File: src/ctcp_pkg.sv
// shared types and constants of the console turn command parser
package ctcp_pkg;

    localparam int LINE_DEPTH  = 16;
    localparam int LINE_IW     = $clog2(LINE_DEPTH);
    localparam int QUEUE_DEPTH = 2;
    localparam int QUEUE_IW    = $clog2(QUEUE_DEPTH);

    localparam logic [2:0] ACT_NONE     = 3'd0;
    localparam logic [2:0] ACT_FORWARD  = 3'd1;
    localparam logic [2:0] ACT_STOP     = 3'd2;
    localparam logic [2:0] ACT_TURN     = 3'd3;
    localparam logic [2:0] ACT_INVALID  = 3'd4;
    localparam logic [2:0] ACT_TOO_LONG = 3'd5;

    localparam logic [7:0] CH_BS    = 8'h08;
    localparam logic [7:0] CH_LF    = 8'h0A;
    localparam logic [7:0] CH_CR    = 8'h0D;
    localparam logic [7:0] CH_ESC   = 8'h1B;
    localparam logic [7:0] CH_SPACE = 8'h20;
    localparam logic [7:0] CH_PLUS  = 8'h2B;
    localparam logic [7:0] CH_MINUS = 8'h2D;
    localparam logic [7:0] CH_POINT = 8'h2E;
    localparam logic [7:0] CH_0     = 8'h30;
    localparam logic [7:0] CH_9     = 8'h39;
    localparam logic [7:0] CH_UG    = 8'h47;
    localparam logic [7:0] CH_UT    = 8'h54;
    localparam logic [7:0] CH_UX    = 8'h58;
    localparam logic [7:0] CH_LG    = 8'h67;
    localparam logic [7:0] CH_LT    = 8'h74;
    localparam logic [7:0] CH_LX    = 8'h78;
    localparam logic [7:0] CH_DEL   = 8'h7F;

    typedef enum logic [2:0] {
        CLS_TURN  = 3'd0,
        CLS_STOP  = 3'd1,
        CLS_GO    = 3'd2,
        CLS_ENTER = 3'd3,
        CLS_BS    = 3'd4,
        CLS_OTHER = 3'd5
    } t_class;

    typedef struct packed {
        t_class     cls;
        logic [7:0] data;
    } t_item;

endpackage

File: src/ctcp_front.sv
// front end: accepts console bytes and classifies them into queue entries
module ctcp_front import ctcp_pkg::*; (
    input  logic       i_valid,
    input  logic [7:0] i_rx_byte,
    input  logic       i_full,
    output logic       o_ready,
    output logic       o_push,
    output t_item      o_item
);

    t_class cls;

    always_comb begin
        if (i_rx_byte inside {CH_LT, CH_UT}) begin
            cls = CLS_TURN;
        end else if (i_rx_byte inside {CH_LX, CH_UX, CH_SPACE, CH_ESC}) begin
            cls = CLS_STOP;
        end else if (i_rx_byte inside {CH_LG, CH_UG}) begin
            cls = CLS_GO;
        end else if (i_rx_byte inside {CH_CR, CH_LF}) begin
            cls = CLS_ENTER;
        end else if (i_rx_byte inside {CH_BS, CH_DEL}) begin
            cls = CLS_BS;
        end else begin
            cls = CLS_OTHER;
        end
    end

    assign o_ready     = !i_full;
    assign o_push      = i_valid && !i_full;
    assign o_item.cls  = cls;
    assign o_item.data = i_rx_byte;

endmodule

File: src/ctcp_queue.sv
// short queue of classified bytes between front and back end
module ctcp_queue import ctcp_pkg::*; (
    input  logic  i_clk,
    input  logic  i_rst_n,
    input  logic  i_push,
    input  t_item i_item,
    input  logic  i_pop,
    output logic  o_full,
    output logic  o_empty,
    output t_item o_item
);

    t_item               r_entry [QUEUE_DEPTH];
    logic [QUEUE_IW-1:0] r_wr_ptr;
    logic [QUEUE_IW-1:0] r_rd_ptr;
    logic [QUEUE_IW:0]   r_count;

    always_ff @(posedge i_clk) begin
        if (!i_rst_n) begin
            r_wr_ptr <= '0;
            r_rd_ptr <= '0;
            r_count  <= '0;
        end else begin
            if (i_push) begin
                r_wr_ptr <= (r_wr_ptr == QUEUE_IW'(QUEUE_DEPTH - 1)) ? '0
                                                                      : r_wr_ptr + 1'b1;
            end
            if (i_pop) begin
                r_rd_ptr <= (r_rd_ptr == QUEUE_IW'(QUEUE_DEPTH - 1)) ? '0
                                                                      : r_rd_ptr + 1'b1;
            end
            if (i_push && !i_pop) begin
                r_count <= r_count + 1'b1;
            end else if (!i_push && i_pop) begin
                r_count <= r_count - 1'b1;
            end
        end
    end

    always_ff @(posedge i_clk) begin
        if (i_push) begin
            r_entry[r_wr_ptr] <= i_item;
        end
    end

    assign o_full  = (r_count == (QUEUE_IW + 1)'(QUEUE_DEPTH));
    assign o_empty = (r_count == '0);
    assign o_item  = r_entry[r_rd_ptr];

endmodule

File: src/ctcp_back.sv
// back end: turn mode state, line buffer, number walk and result register
module ctcp_back import ctcp_pkg::*; (
    input  logic        i_clk,
    input  logic        i_rst_n,
    input  logic        i_empty,
    input  t_item       i_item,
    output logic        o_pop,
    output logic        o_valid,
    input  logic        i_ready,
    output logic [2:0]  o_action,
    output logic [7:0]  o_command_byte,
    output logic [31:0] o_turn_millideg
);

    typedef enum logic [2:0] {
        S_IDLE = 3'b001,
        S_WALK = 3'b010,
        S_FIN  = 3'b100
    } t_state;

    localparam logic [LINE_IW-1:0] CNT_MAX = LINE_IW'(LINE_DEPTH - 1);
    localparam logic [36:0] MAG_CAP  = 37'h1_0000_0000;
    localparam logic [32:0] NEG_LIM  = 33'h0_8000_0000;
    localparam logic [32:0] POS_LIM  = 33'h0_7FFF_FFFF;

    t_state             r_state, n_state;
    logic               r_mode, n_mode;
    logic [LINE_IW-1:0] r_count, n_count;
    logic [LINE_IW-1:0] r_len, n_len;
    logic [LINE_IW-1:0] r_idx, n_idx;
    logic               r_neg, n_neg;
    logic               r_digit, n_digit;
    logic               r_point, n_point;
    logic [1:0]         r_frac, n_frac;
    logic [32:0]        r_mag, n_mag;
    logic               r_bad, n_bad;

    logic               r_out_valid;
    logic [2:0]         r_act;
    logic [7:0]         r_cmd;
    logic [31:0]        r_turn;

    logic [7:0]         r_mem [LINE_DEPTH];
    logic [7:0]         r_rd_data;
    logic [LINE_IW-1:0] rd_addr;
    logic               we;

    logic               slot_free;
    logic               emit;
    logic [2:0]         e_act;
    logic [7:0]         e_cmd;
    logic [31:0]        e_turn;

    logic [3:0]         dig;
    logic [36:0]        int_sum;
    logic [36:0]        frac_add;
    logic [36:0]        frac_sum;
    logic [36:0]        mag_ext;

    assign slot_free = !r_out_valid || i_ready;

    assign dig      = r_rd_data[3:0] - CH_0[3:0];
    assign mag_ext  = {4'b0, r_mag};
    assign int_sum  = (mag_ext << 3) + (mag_ext << 1) + (37'(dig) * 37'd1000);

    always_comb begin
        case (r_frac)
            2'd0:    frac_add = 37'(dig) * 37'd100;
            2'd1:    frac_add = 37'(dig) * 37'd10;
            2'd2:    frac_add = 37'(dig);
            default: frac_add = '0;
        endcase
    end

    assign frac_sum = mag_ext + frac_add;

    always_comb begin
        n_state = r_state;
        n_mode  = r_mode;
        n_count = r_count;
        n_len   = r_len;
        n_idx   = r_idx;
        n_neg   = r_neg;
        n_digit = r_digit;
        n_point = r_point;
        n_frac  = r_frac;
        n_mag   = r_mag;
        n_bad   = r_bad;
        o_pop   = 1'b0;
        we      = 1'b0;
        emit    = 1'b0;
        e_act   = ACT_NONE;
        e_cmd   = '0;
        e_turn  = '0;
        rd_addr = '0;

        case (r_state)
            S_IDLE: begin
                if (!i_empty && slot_free) begin
                    o_pop = 1'b1;
                    emit  = 1'b1;
                    if (!r_mode) begin
                        if (i_item.cls == CLS_TURN) begin
                            n_mode  = 1'b1;
                            n_count = '0;
                        end else begin
                            e_act = ACT_FORWARD;
                            e_cmd = i_item.data;
                        end
                    end else begin
                        case (i_item.cls)
                            CLS_STOP: begin
                                n_mode  = 1'b0;
                                n_count = '0;
                                e_act   = ACT_STOP;
                                e_cmd   = CH_LX;
                            end
                            CLS_GO: begin
                                n_mode  = 1'b0;
                                n_count = '0;
                                e_act   = ACT_FORWARD;
                                e_cmd   = i_item.data;
                            end
                            CLS_ENTER: begin
                                if (r_count == '0) begin
                                    n_mode = 1'b0;
                                    e_act  = ACT_INVALID;
                                end else begin
                                    emit    = 1'b0;
                                    n_state = S_WALK;
                                    n_len   = r_count;
                                    n_idx   = '0;
                                    n_neg   = 1'b0;
                                    n_digit = 1'b0;
                                    n_point = 1'b0;
                                    n_frac  = '0;
                                    n_mag   = '0;
                                    n_bad   = 1'b0;
                                end
                            end
                            CLS_BS: begin
                                if (r_count != '0) begin
                                    n_count = r_count - 1'b1;
                                end
                            end
                            default: begin
                                if (r_count >= CNT_MAX) begin
                                    n_mode  = 1'b0;
                                    n_count = '0;
                                    e_act   = ACT_TOO_LONG;
                                end else begin
                                    we      = 1'b1;
                                    n_count = r_count + 1'b1;
                                end
                            end
                        endcase
                    end
                end
            end
            S_WALK: begin
                rd_addr = r_idx + LINE_IW'(1);
                n_idx   = r_idx + LINE_IW'(1);
                if (r_idx == r_len - 1'b1) begin
                    n_state = S_FIN;
                end
                if (r_idx == '0 && r_rd_data inside {CH_PLUS, CH_MINUS}) begin
                    n_neg = (r_rd_data == CH_MINUS);
                end else if (r_rd_data inside {[CH_0:CH_9]}) begin
                    n_digit = 1'b1;
                    if (!r_point) begin
                        n_mag = (int_sum > MAG_CAP) ? MAG_CAP[32:0] : int_sum[32:0];
                    end else begin
                        n_mag = (frac_sum > MAG_CAP) ? MAG_CAP[32:0] : frac_sum[32:0];
                        if (r_frac != 2'd3) begin
                            n_frac = r_frac + 1'b1;
                        end
                    end
                end else if (r_rd_data == CH_POINT && !r_point) begin
                    n_point = 1'b1;
                end else begin
                    n_bad   = 1'b1;
                    n_state = S_FIN;
                end
            end
            S_FIN: begin
                if (slot_free) begin
                    emit    = 1'b1;
                    n_state = S_IDLE;
                    n_mode  = 1'b0;
                    n_count = '0;
                    if (r_bad || !r_digit) begin
                        e_act = ACT_INVALID;
                    end else begin
                        e_act = ACT_TURN;
                        if (r_neg) begin
                            e_turn = (r_mag >= NEG_LIM) ? 32'h8000_0000 : (32'd0 - r_mag[31:0]);
                        end else begin
                            e_turn = (r_mag > POS_LIM) ? 32'h7FFF_FFFF : r_mag[31:0];
                        end
                    end
                end
            end
            default: begin
                n_state = S_IDLE;
            end
        endcase
    end

    always_ff @(posedge i_clk) begin
        if (!i_rst_n) begin
            r_state     <= S_IDLE;
            r_mode      <= 1'b0;
            r_count     <= '0;
            r_out_valid <= 1'b0;
        end else begin
            r_state <= n_state;
            r_mode  <= n_mode;
            r_count <= n_count;
            if (emit) begin
                r_out_valid <= 1'b1;
            end else if (i_ready) begin
                r_out_valid <= 1'b0;
            end
        end
    end

    always_ff @(posedge i_clk) begin
        r_len   <= n_len;
        r_idx   <= n_idx;
        r_neg   <= n_neg;
        r_digit <= n_digit;
        r_point <= n_point;
        r_frac  <= n_frac;
        r_mag   <= n_mag;
        r_bad   <= n_bad;
        if (emit) begin
            r_act  <= e_act;
            r_cmd  <= e_cmd;
            r_turn <= e_turn;
        end
    end

    // line buffer
    always_ff @(posedge i_clk) begin
        if (we) begin
            r_mem[r_count] <= i_item.data;
        end
        r_rd_data <= r_mem[rd_addr];
    end

    assign o_valid         = r_out_valid;
    assign o_action        = r_act;
    assign o_command_byte  = r_cmd;
    assign o_turn_millideg = r_turn;

endmodule

File: src/console_turn_command_parser.sv
// top level of the console turn command parser
//
// input channel: one received console byte per transaction on i_valid / o_ready /
// i_rx_byte. output channel: exactly one result per input byte on o_valid /
// i_ready with o_action, o_command_byte and o_turn_millideg.
// bytes are classified on entry and held in a two-entry queue; the back end
// keeps turn mode, the character count and the line buffer.
// most bytes are handled in the idle state; a result passes through the queue and the output register.
// enter on a non-empty line walks the line buffer one character a cycle through
// its registered read port; the walk sets the worst-case rate.
// results are held in an output register: a stalled receiver holds the result,
// the back end stops once a new result is ready, and the queue fills and drops
// o_ready when both are full.
// reset (i_rst_n low, synchronous) leaves turn mode, empties the line and
// the queue and clears o_valid; line buffer contents are not cleared.
module console_turn_command_parser import ctcp_pkg::*; (
    input  logic               i_clk,
    input  logic               i_rst_n,
    input  logic               i_valid,
    output logic               o_ready,
    input  logic [7:0]         i_rx_byte,
    output logic               o_valid,
    input  logic               i_ready,
    output logic [2:0]         o_action,
    output logic [7:0]         o_command_byte,
    output logic signed [31:0] o_turn_millideg
);

    logic  push;
    logic  pop;
    logic  full;
    logic  empty;
    t_item fr_item;
    t_item q_item;
    logic [31:0] turn;

    ctcp_front u_front (
        .i_valid   (i_valid),
        .i_rx_byte (i_rx_byte),
        .i_full    (full),
        .o_ready   (o_ready),
        .o_push    (push),
        .o_item    (fr_item)
    );

    ctcp_queue u_queue (
        .i_clk   (i_clk),
        .i_rst_n (i_rst_n),
        .i_push  (push),
        .i_item  (fr_item),
        .i_pop   (pop),
        .o_full  (full),
        .o_empty (empty),
        .o_item  (q_item)
    );

    ctcp_back u_back (
        .i_clk           (i_clk),
        .i_rst_n         (i_rst_n),
        .i_empty         (empty),
        .i_item          (q_item),
        .o_pop           (pop),
        .o_valid         (o_valid),
        .i_ready         (i_ready),
        .o_action        (o_action),
        .o_command_byte  (o_command_byte),
        .o_turn_millideg (turn)
    );

    assign o_turn_millideg = $signed(turn);

endmodule

File: config.mk
export PLATFORM = sky130hd
export DESIGN_NAME = console_turn_command_parser
export DESIGN_NICKNAME = d
export VERILOG_FILES = /design/src/ctcp_pkg.sv /design/src/ctcp_front.sv /design/src/ctcp_queue.sv /design/src/ctcp_back.sv /design/src/console_turn_command_parser.sv
export SDC_FILE = /design/constraint.sdc
export NUM_CORES = 1
export LEC_CHECK = 0
export ABC_AREA = 1
export BUFFER_PORTS_ARGS = -buffer_cell sky130_fd_sc_hd__buf_2
export CORE_MARGIN = 1
export CORE_UTILIZATION = 55
export DETAILED_ROUTE_END_ITERATION = 8
export PLACE_DENSITY_LB_ADDON = 0.08
export SETUP_SLACK_MARGIN = 0.4
export SYNTH_ARGS = -nofsm -noshare
export SYNTH_HDL_FRONTEND = slang
export SYNTH_SLANG_ARGS = --single-unit
File: constraint.sdc
create_clock -name i_clk -period 4.9 [get_ports i_clk]
set_input_delay 0.98 -clock i_clk [delete_from_list [all_inputs] [get_ports i_clk]]
set_output_delay 0.98 -clock i_clk [all_outputs]
set_load 0.01 [all_outputs]
* Word-level counts from Yosys, hierarchy flattened
Memory sizes are Yosys's and may differ from the RTL's. A register that Yosys moved wholly into a read port is not among the register bits.
Index checks and enable logic that the tools add are counted.
** Storage, ports and cells
- Register bits :: 103
- Memory bits (writable) :: 150
- Bits of input ports :: 12
- Output and inout port bits :: 45
- Word-level logic and storage cells :: 248
- Memories :: 2
** Memories
- u_back.r_mem :: depth 16, bits a word 8, read ports 1, clocked after Yosys merged registers in 1, wr ports 1, line ctcp_back.sv:43 : logic [7:0] r_mem [LINE_DEPTH];
- u_queue.r_entry :: depth 2, bits a word 11, read ports 1, clocked after Yosys merged registers in 1, wr ports 1, line ctcp_queue.sv:13 : t_item r_entry [QUEUE_DEPTH];
** Operators by class
- Add/sub/neg operators :: 13
- Multiply operators :: 3
- Magnitude comparators :: 7
- Equality and inequality tests :: 43
- Mux-type cells :: 113
- Bitwise operators :: 3
- Reductions and logical operators :: 46
** Operators with widths (count)
- 33-bit two-way mux :: 9
- 32-bit two-way mux :: 3
- 37-bit by 33-bit greater-than comparator with 1-bit output, second input constant :: 2
- 33-bit case mux with 2 select lines :: 1
- 3-bit two-way mux :: 19
- 8-bit by 7-bit equality test with 1-bit output, second input constant :: 7
- 4-bit two-way mux :: 11
- 1-bit two-way mux :: 42
- 36-bit by 34-bit adder with 37-bit output :: 1
- 37-bit by 14-bit adder with 37-bit output :: 1
- 33-bit by 11-bit adder with 34-bit output :: 1
- 33-bit by 32-bit >= comparator with 1-bit output, second input constant :: 1
- 33-bit by 31-bit greater-than comparator with 1-bit output, second input constant :: 1
- 11-bit case mux with 3 select lines :: 1
- 8-bit by 6-bit equality test with 1-bit output, second input constant :: 4
- 1-bit by 32-bit subtractor with 32-bit output, first input constant :: 1
- 8-bit by 4-bit equality test with 1-bit output, second input constant :: 3
- 2-bit two-way mux :: 10
- 2-bit nonzero test :: 9
- 8-bit two-way mux :: 2
- 2-bit by 1-bit inequality test with 1-bit output, second input constant :: 8
- 4-bit case mux with 2 select lines :: 2
- 8-bit case mux with 2 select lines :: 1
- 8-bit AND reduction :: 2
- other kinds (46) :: 86

* Logic depth before layout (Yosys ltp)
- Depth in word-level cells :: 9
- Depth in mapped cells :: 32
- Gate-level depth less buffers :: 31

* Modules after synthesis
A second synthesis with hierarchy kept.
** Unflattened totals
- Cells, all modules :: 2285
- Area total of the unflattened synthesis :: 18471.5 µm²
** By module, submodules not included
- ctcp_back :: times used 1, cells each 2159, area each 17152.7 µm², sequential area each 6886.6 µm²
- ctcp_queue :: times used 1, cells each 69, area each 1063.5 µm², sequential area each 760.7 µm²
- ctcp_front :: times used 1, cells each 57, area each 255.2 µm², sequential area each 0.0 µm²

* Worst setup path before layout
OpenSTA, ideal clock, no wires.
- Kind :: input -> register
- Start :: input i_ready
- End :: register u_back.r_act[0] (netlist: u_back.o_action[0]) (enable)
- Setup time :: 505 ps
- Arrival :: 4729 ps
- Data required time :: 4395 ps
- Path slack :: -334 ps
- Stages on the path :: 6
- Buffers on the path :: 0
- Path through :: nor2_1 a21oi_1 inv_1 nor2_1 inv_1 o21ai_0
** Between the ends
- Word-level cells in the longest chain between the ends :: 4
- Elaborated cells between the ends (all ways) :: 5
- Those cells by class :: mux (3); reduce/logical (2)
** Ends and longest elaborated chain
- start: declaration :: line console_turn_command_parser.sv:23 : input logic i_ready,
- 1-bit logical OR (*) :: line ctcp_back.sv:60 : assign slot_free = !r_out_valid || i_ready;
- 1-bit logical AND :: line ctcp_back.sv:99 : if (!i_empty && slot_free) begin
- 1-bit two-way mux :: line ctcp_back.sv:99
- 1-bit case mux with 2 select lines (*) :: line ctcp_back.sv:97 : case (r_state)
- named net u_back.emit :: line ctcp_back.sv:49 : logic emit;
- end signal: assignment :: line ctcp_back.sv:237 : r_act <= e_act;
- end: declaration :: line ctcp_back.sv:39 : logic [2:0] r_act;
The timed path passes the listed nets; every way through them passes the cells marked *.
A chain may end at the register's enable or synchronous reset.

* Worst setup path in the final report
- Start :: register u_back.r_rd_data[1], read port of u_back.r_mem
- End :: register u_back.r_mag[19], data pin
** Between the ends
- Word-level cells in the longest chain between the ends :: 9
- Elaborated cells between the ends (all ways) :: 14
- Those cells by class :: add/sub (2); mul (3); order compare (2); mux (7)
** Ends and longest elaborated chain
- start: declaration :: line ctcp_back.sv:44 : logic [7:0] r_rd_data;
- 4-bit by 5-bit multiplier with 9-bit output / 4-bit by 3-bit multiplier with 7-bit output (equally long branches) :: line ctcp_back.sv:68, ctcp_back.sv:69
- 11-bit case mux with 3 select lines :: line ctcp_back.sv:67 : case (r_frac)
- 33-bit by 11-bit adder with 34-bit output :: line ctcp_back.sv:75 : assign frac_sum = mag_ext + frac_add;
- 37-bit by 33-bit greater-than comparator with 1-bit output :: line ctcp_back.sv:173 : n_mag = (frac_sum > MAG_CAP) ? MAG_CAP[32:0] : frac_sum[32:0];
- 33-bit two-way mux :: line ctcp_back.sv:173
- 33-bit two-way mux (*) :: line ctcp_back.sv:170 : if (!r_point) begin
- 33-bit two-way mux (*) :: line ctcp_back.sv:168 : end else if (r_rd_data inside {[CH_0:CH_9]}) begin
- 33-bit two-way mux (*) :: line ctcp_back.sv:166 : if (r_idx == '0 && r_rd_data inside {CH_PLUS, CH_MINUS}) begin
- 33-bit case mux with 2 select lines (*) :: line ctcp_back.sv:97
- end signal: assignment :: line ctcp_back.sv:234 : r_mag <= n_mag;
- end: declaration :: line ctcp_back.sv:35 : logic [32:0] r_mag, n_mag;
Every way passes the cells marked *; elsewhere a longest branch is shown, timed or not. The select of a mux whose other input is x is not followed.

==> qor.yml <==
clock_network:
  cts_buffers: 28
  cts.hold.buffers_added: 0
  clock_latency_ns: 0.57
  tritoncts: "yes"
  cts_root_buf: "clkbuf_16"
  htree_levels: 1
  cts.sink_count: 262
  clk_pin_slew_ns: 0.07
  clockBufferDepth: 3
yosys:
  synth.distinct_cells: 59
  syn_area_per_cell_um2: 7.94
  synth_edf_count: 240
  synth.area.mux_share_pct: 0
  synth_area_mm2: 0.0179
  synth_fa_ha_area_share_pct: 10.0
  synthFlopType: "edfxtp_1"
  ys_warn_count: 0
  synth-xor-area-share_pct: 1.52
  synth_top_family_by_area: "simple AND/OR/NAND/NOR gates"
  yosys-top-cells-area: "edfxtp_1, nand2_1, ha_1"
  synth_compound_area_share_pct: 9.97
  synth_seq_cells: 262
  synthCells: 2257
  synth_top_area_share_pct: 40.2
  synth_seq_area_share_pct: 42.7
  synth-async-reset-ratio_pct: 0
  synthSimpleGateAreaFrac_pct: 26.6
  synth_top_cell_by_area: "edfxtp_1"
cells_and_area:
  final_cells: 2841
  final_cell_mix: "nand2_1, inv_1, edfxtp_1, nor2_1, nand3_1"
  syn_to_final_growth_pct: 16.9
  multi_input_area_mm2: 0.00922
  final_cell_area_mm2: 0.0209
  n_antenna_cell: 0
  num-nets-final: 2526
  layout-drive-gt1-share_pct: 15.2
  final_common_cell: "nand2_1"
  regArea_mm2: 0.00765
  nFillCells: 2727
power_and_ir_drop:
  p_leak_uw: 0.00941
  p_per_area_mw_per_mm2: 295
  ir_drop_uv: 408
sta:
  final.setup.tns_ns: -13.03
  fin_ws_ns: -0.452
  hold_viol: 0
  final-max-slew-violation-count: 0
  setup_viol: 32
  finClkSkew_ns: 0.0385
  timing.hold.ws_ns: 0.501
  fmax_ghz: 0.187
  slew_headroom_pct: 26.3
  period_minus_slack_ns: 5.35
  rsz0062_at_grt: "true"
  tightest_slew_ns: 1.10
  fin_crit_sh_pct: 109
critical_path:
  rr_worst_depth: 30
  critPathCaptureType: "flip-flop"
  crit_type: "reg -> reg"
  cp_data_required_time_ns: 5.27
  r2r_setup_slack_ns: -0.45
  crit_arrival_ns: 5.73
  slowest_delay_ns: 0.57
  r2r-start: "u_back.r_rd_data[1]$_DFF_P_"
  cp_slowest_cell: "fa_1"
  critPathMaxFanout: 8
  reg2reg_to: "u_back.r_mag[19]$_SDFFCE_PN0P_"
  critPathTopFamily: "adder cells"
  worst_setup_path_start_kind: "flip-flop"
  cp.buffers_inverters: 5
grt:
  grt_util_all_layers_pct: 29.4
  grt_pass1_vias: 14982
  grt-ovfl-total: 0
  grt_pass1_wl_um: 77200
  grt_max_degree: 66
  antenna_found_initial: 0
routing:
  wl_per_cell_um: 17.4
  dr.pass1.iters: 7
  drc: 0
  num_vias: 15772
  final_antenna_net_count: 0
  vias_per_cell: 5.55
  finalWirelength_um: 49400
  first_iter_violations: 1236
placed_design:
  place_area_mm2: 0.0192
  dp_slack_ns: -0.384
  place.detailed.hpwl_um: 36400
  port_buffers: 56
  place_congestion: 0.970
  dp_cells: 2773
hold_path:
  min_to: "u_queue.r_rd_ptr$_SDFFE_PN0P_"
  hold_class: "reg -> reg"
  worstHoldStart: "u_queue.r_rd_ptr$_SDFFE_PN0P_"
  holdPathStages: 1
outcome:
  violations: "setup timing"
  outcome: "complete, but fails checks"
floorplanning:
  io_pins: 57
  die-area_mm2: 0.0333
  core_mm2: 0.0318
  rows: 65
  fp.dieW_um: 182
  start_util_pct: 56.3
  die_h_um: 182
run:
  maxCapViolations: 0
## sequential cells by signal (all words and copies together), names as in the netlist, 8 cells and up, named ones only
register / count
u_back.r_rd_data: 8
u_back.o_turn_millideg: 32
u_back.o_command_byte: 8
u_back.r_mem: 128
u_queue.r_entry: 22
u_back.r_mag: 33
## what timing repair did
item / CTS / global route
buffers inserted: 2 / 8
gates cloned: 2 / 4
pin swaps: 1 / 49
gates resized for setup: 40 / 82
endpoints found under the setup margin: 33 / 33
## worst max path at each step
stage | cells past startpoint | to | from | slack (ns)
global route | 30 | u_back.r_mag[7]$_SDFFCE_PN0P_ | u_back.r_rd_data[1]$_DFF_P_ | -0.79
floorplan | 27 | u_back.r_mag[24]$_SDFFCE_PN0P_ | u_back.r_rd_data[3]$_DFF_P_ | -0.10
detailed placement | 27 | u_back.r_mag[3]$_SDFFCE_PN0P_ | u_back.r_rd_data[3]$_DFF_P_ | -0.38
global placement | 27 | u_back.r_mag[21]$_SDFFCE_PN0P_ | u_back.r_rd_data[3]$_DFF_P_ | -0.25
CTS | 30 | u_back.r_mag[22]$_SDFFCE_PN0P_ | u_back.r_rd_data[3]$_DFF_P_ | -0.33
finish | 30 | u_back.r_mag[19]$_SDFFCE_PN0P_ | u_back.r_rd_data[1]$_DFF_P_ | -0.45
## worst register-to-register path, delay by kind of cell, from the launching register on
family / cells / cell delay (ns)
adders and majority gates: 5 / 2.08
and+or+nand+nor: 11 / 0.98
AOI/OAI and AO/OA: 7 / 1.01
xor gates and xnor gates: 2 / 0.38
DFF: 1 / 0.33
buffers and inverters: 5 / 0.43
## cells in the mapped netlist (4+ instances only)
cell and instances:
o221ai_1 41, a32o_1 8, nand3_2 4, nor4_1 12, nand4_1 31, nand3_1 157
clkbuf_1 28, nor3_1 22, xnor2_1 11, a21oi_1 111, buf_2 23, a31oi_1 6
ha_1 108, o21ai_0 71, or2_2 7, o21a_1 5, nand3b_1 14, nor2_2 8
nand2_2 5, fa_1 22, inv_1 355, o22ai_1 6, nand2_1 637, o211ai_1 15
xor2_1 20, inv_2 7, nor3_2 4, dfxtp_1 22, edfxtp_1 240, nor2_1 211
## per-layer routing
layer / track usage, % / wire length, µm / vias to the layer above
met5: 0 / 0 / -
met4: 12.5 / 2130 / 0
met3: 3.07 / 2430 / 127
met2: 54.0 / 25400 / 494
met1: 34.8 / 19400 / 7409
li1: - / - / 7742
## final cells by class
type / instances / area share (%)
Clock buffer: 33 / 3.54
Clock inverter: 19 / 1.27
Inverter: 364 / 6.54
Multi-Input combinational cell: 1579 / 44.0
Sequential cell: 262 / 36.5
Tap cell: 435 / 2.60
Timing Repair Buffer: 149 / 5.46
## through the flow
step / total power (µW) / util [%]
final: 6180 / 65.9
after global routing: 6400 / 65.9
after CTS: 6200 / 64.3
after detailed placement: 3890 / 60.4
after global placement: 3860 / 60.4
after floorplan: 3500 / -
## logic make-up (layout without fill, tap and decap cells)
family | count (synthesis) | after routing
AOI/OAI and AO/OA | 286 | 286
xor gates and xnor gates | 31 | 31
adders and majority gates | 130 | 130
buffers and inverters | 423 | 565
DFF | 262 | 262
other | 1 | 8
and+or+nand+nor | 1124 | 1124
## power by group
| part | switching (µW) | internal, µW |
|---|---|---|
| registers | 73.9 | 2870 |
| clock network | 922 | 1400 |
| logic | 654 | 253 |
| total | 1650 | 4530 |
(Power assumes the default switching activity.)
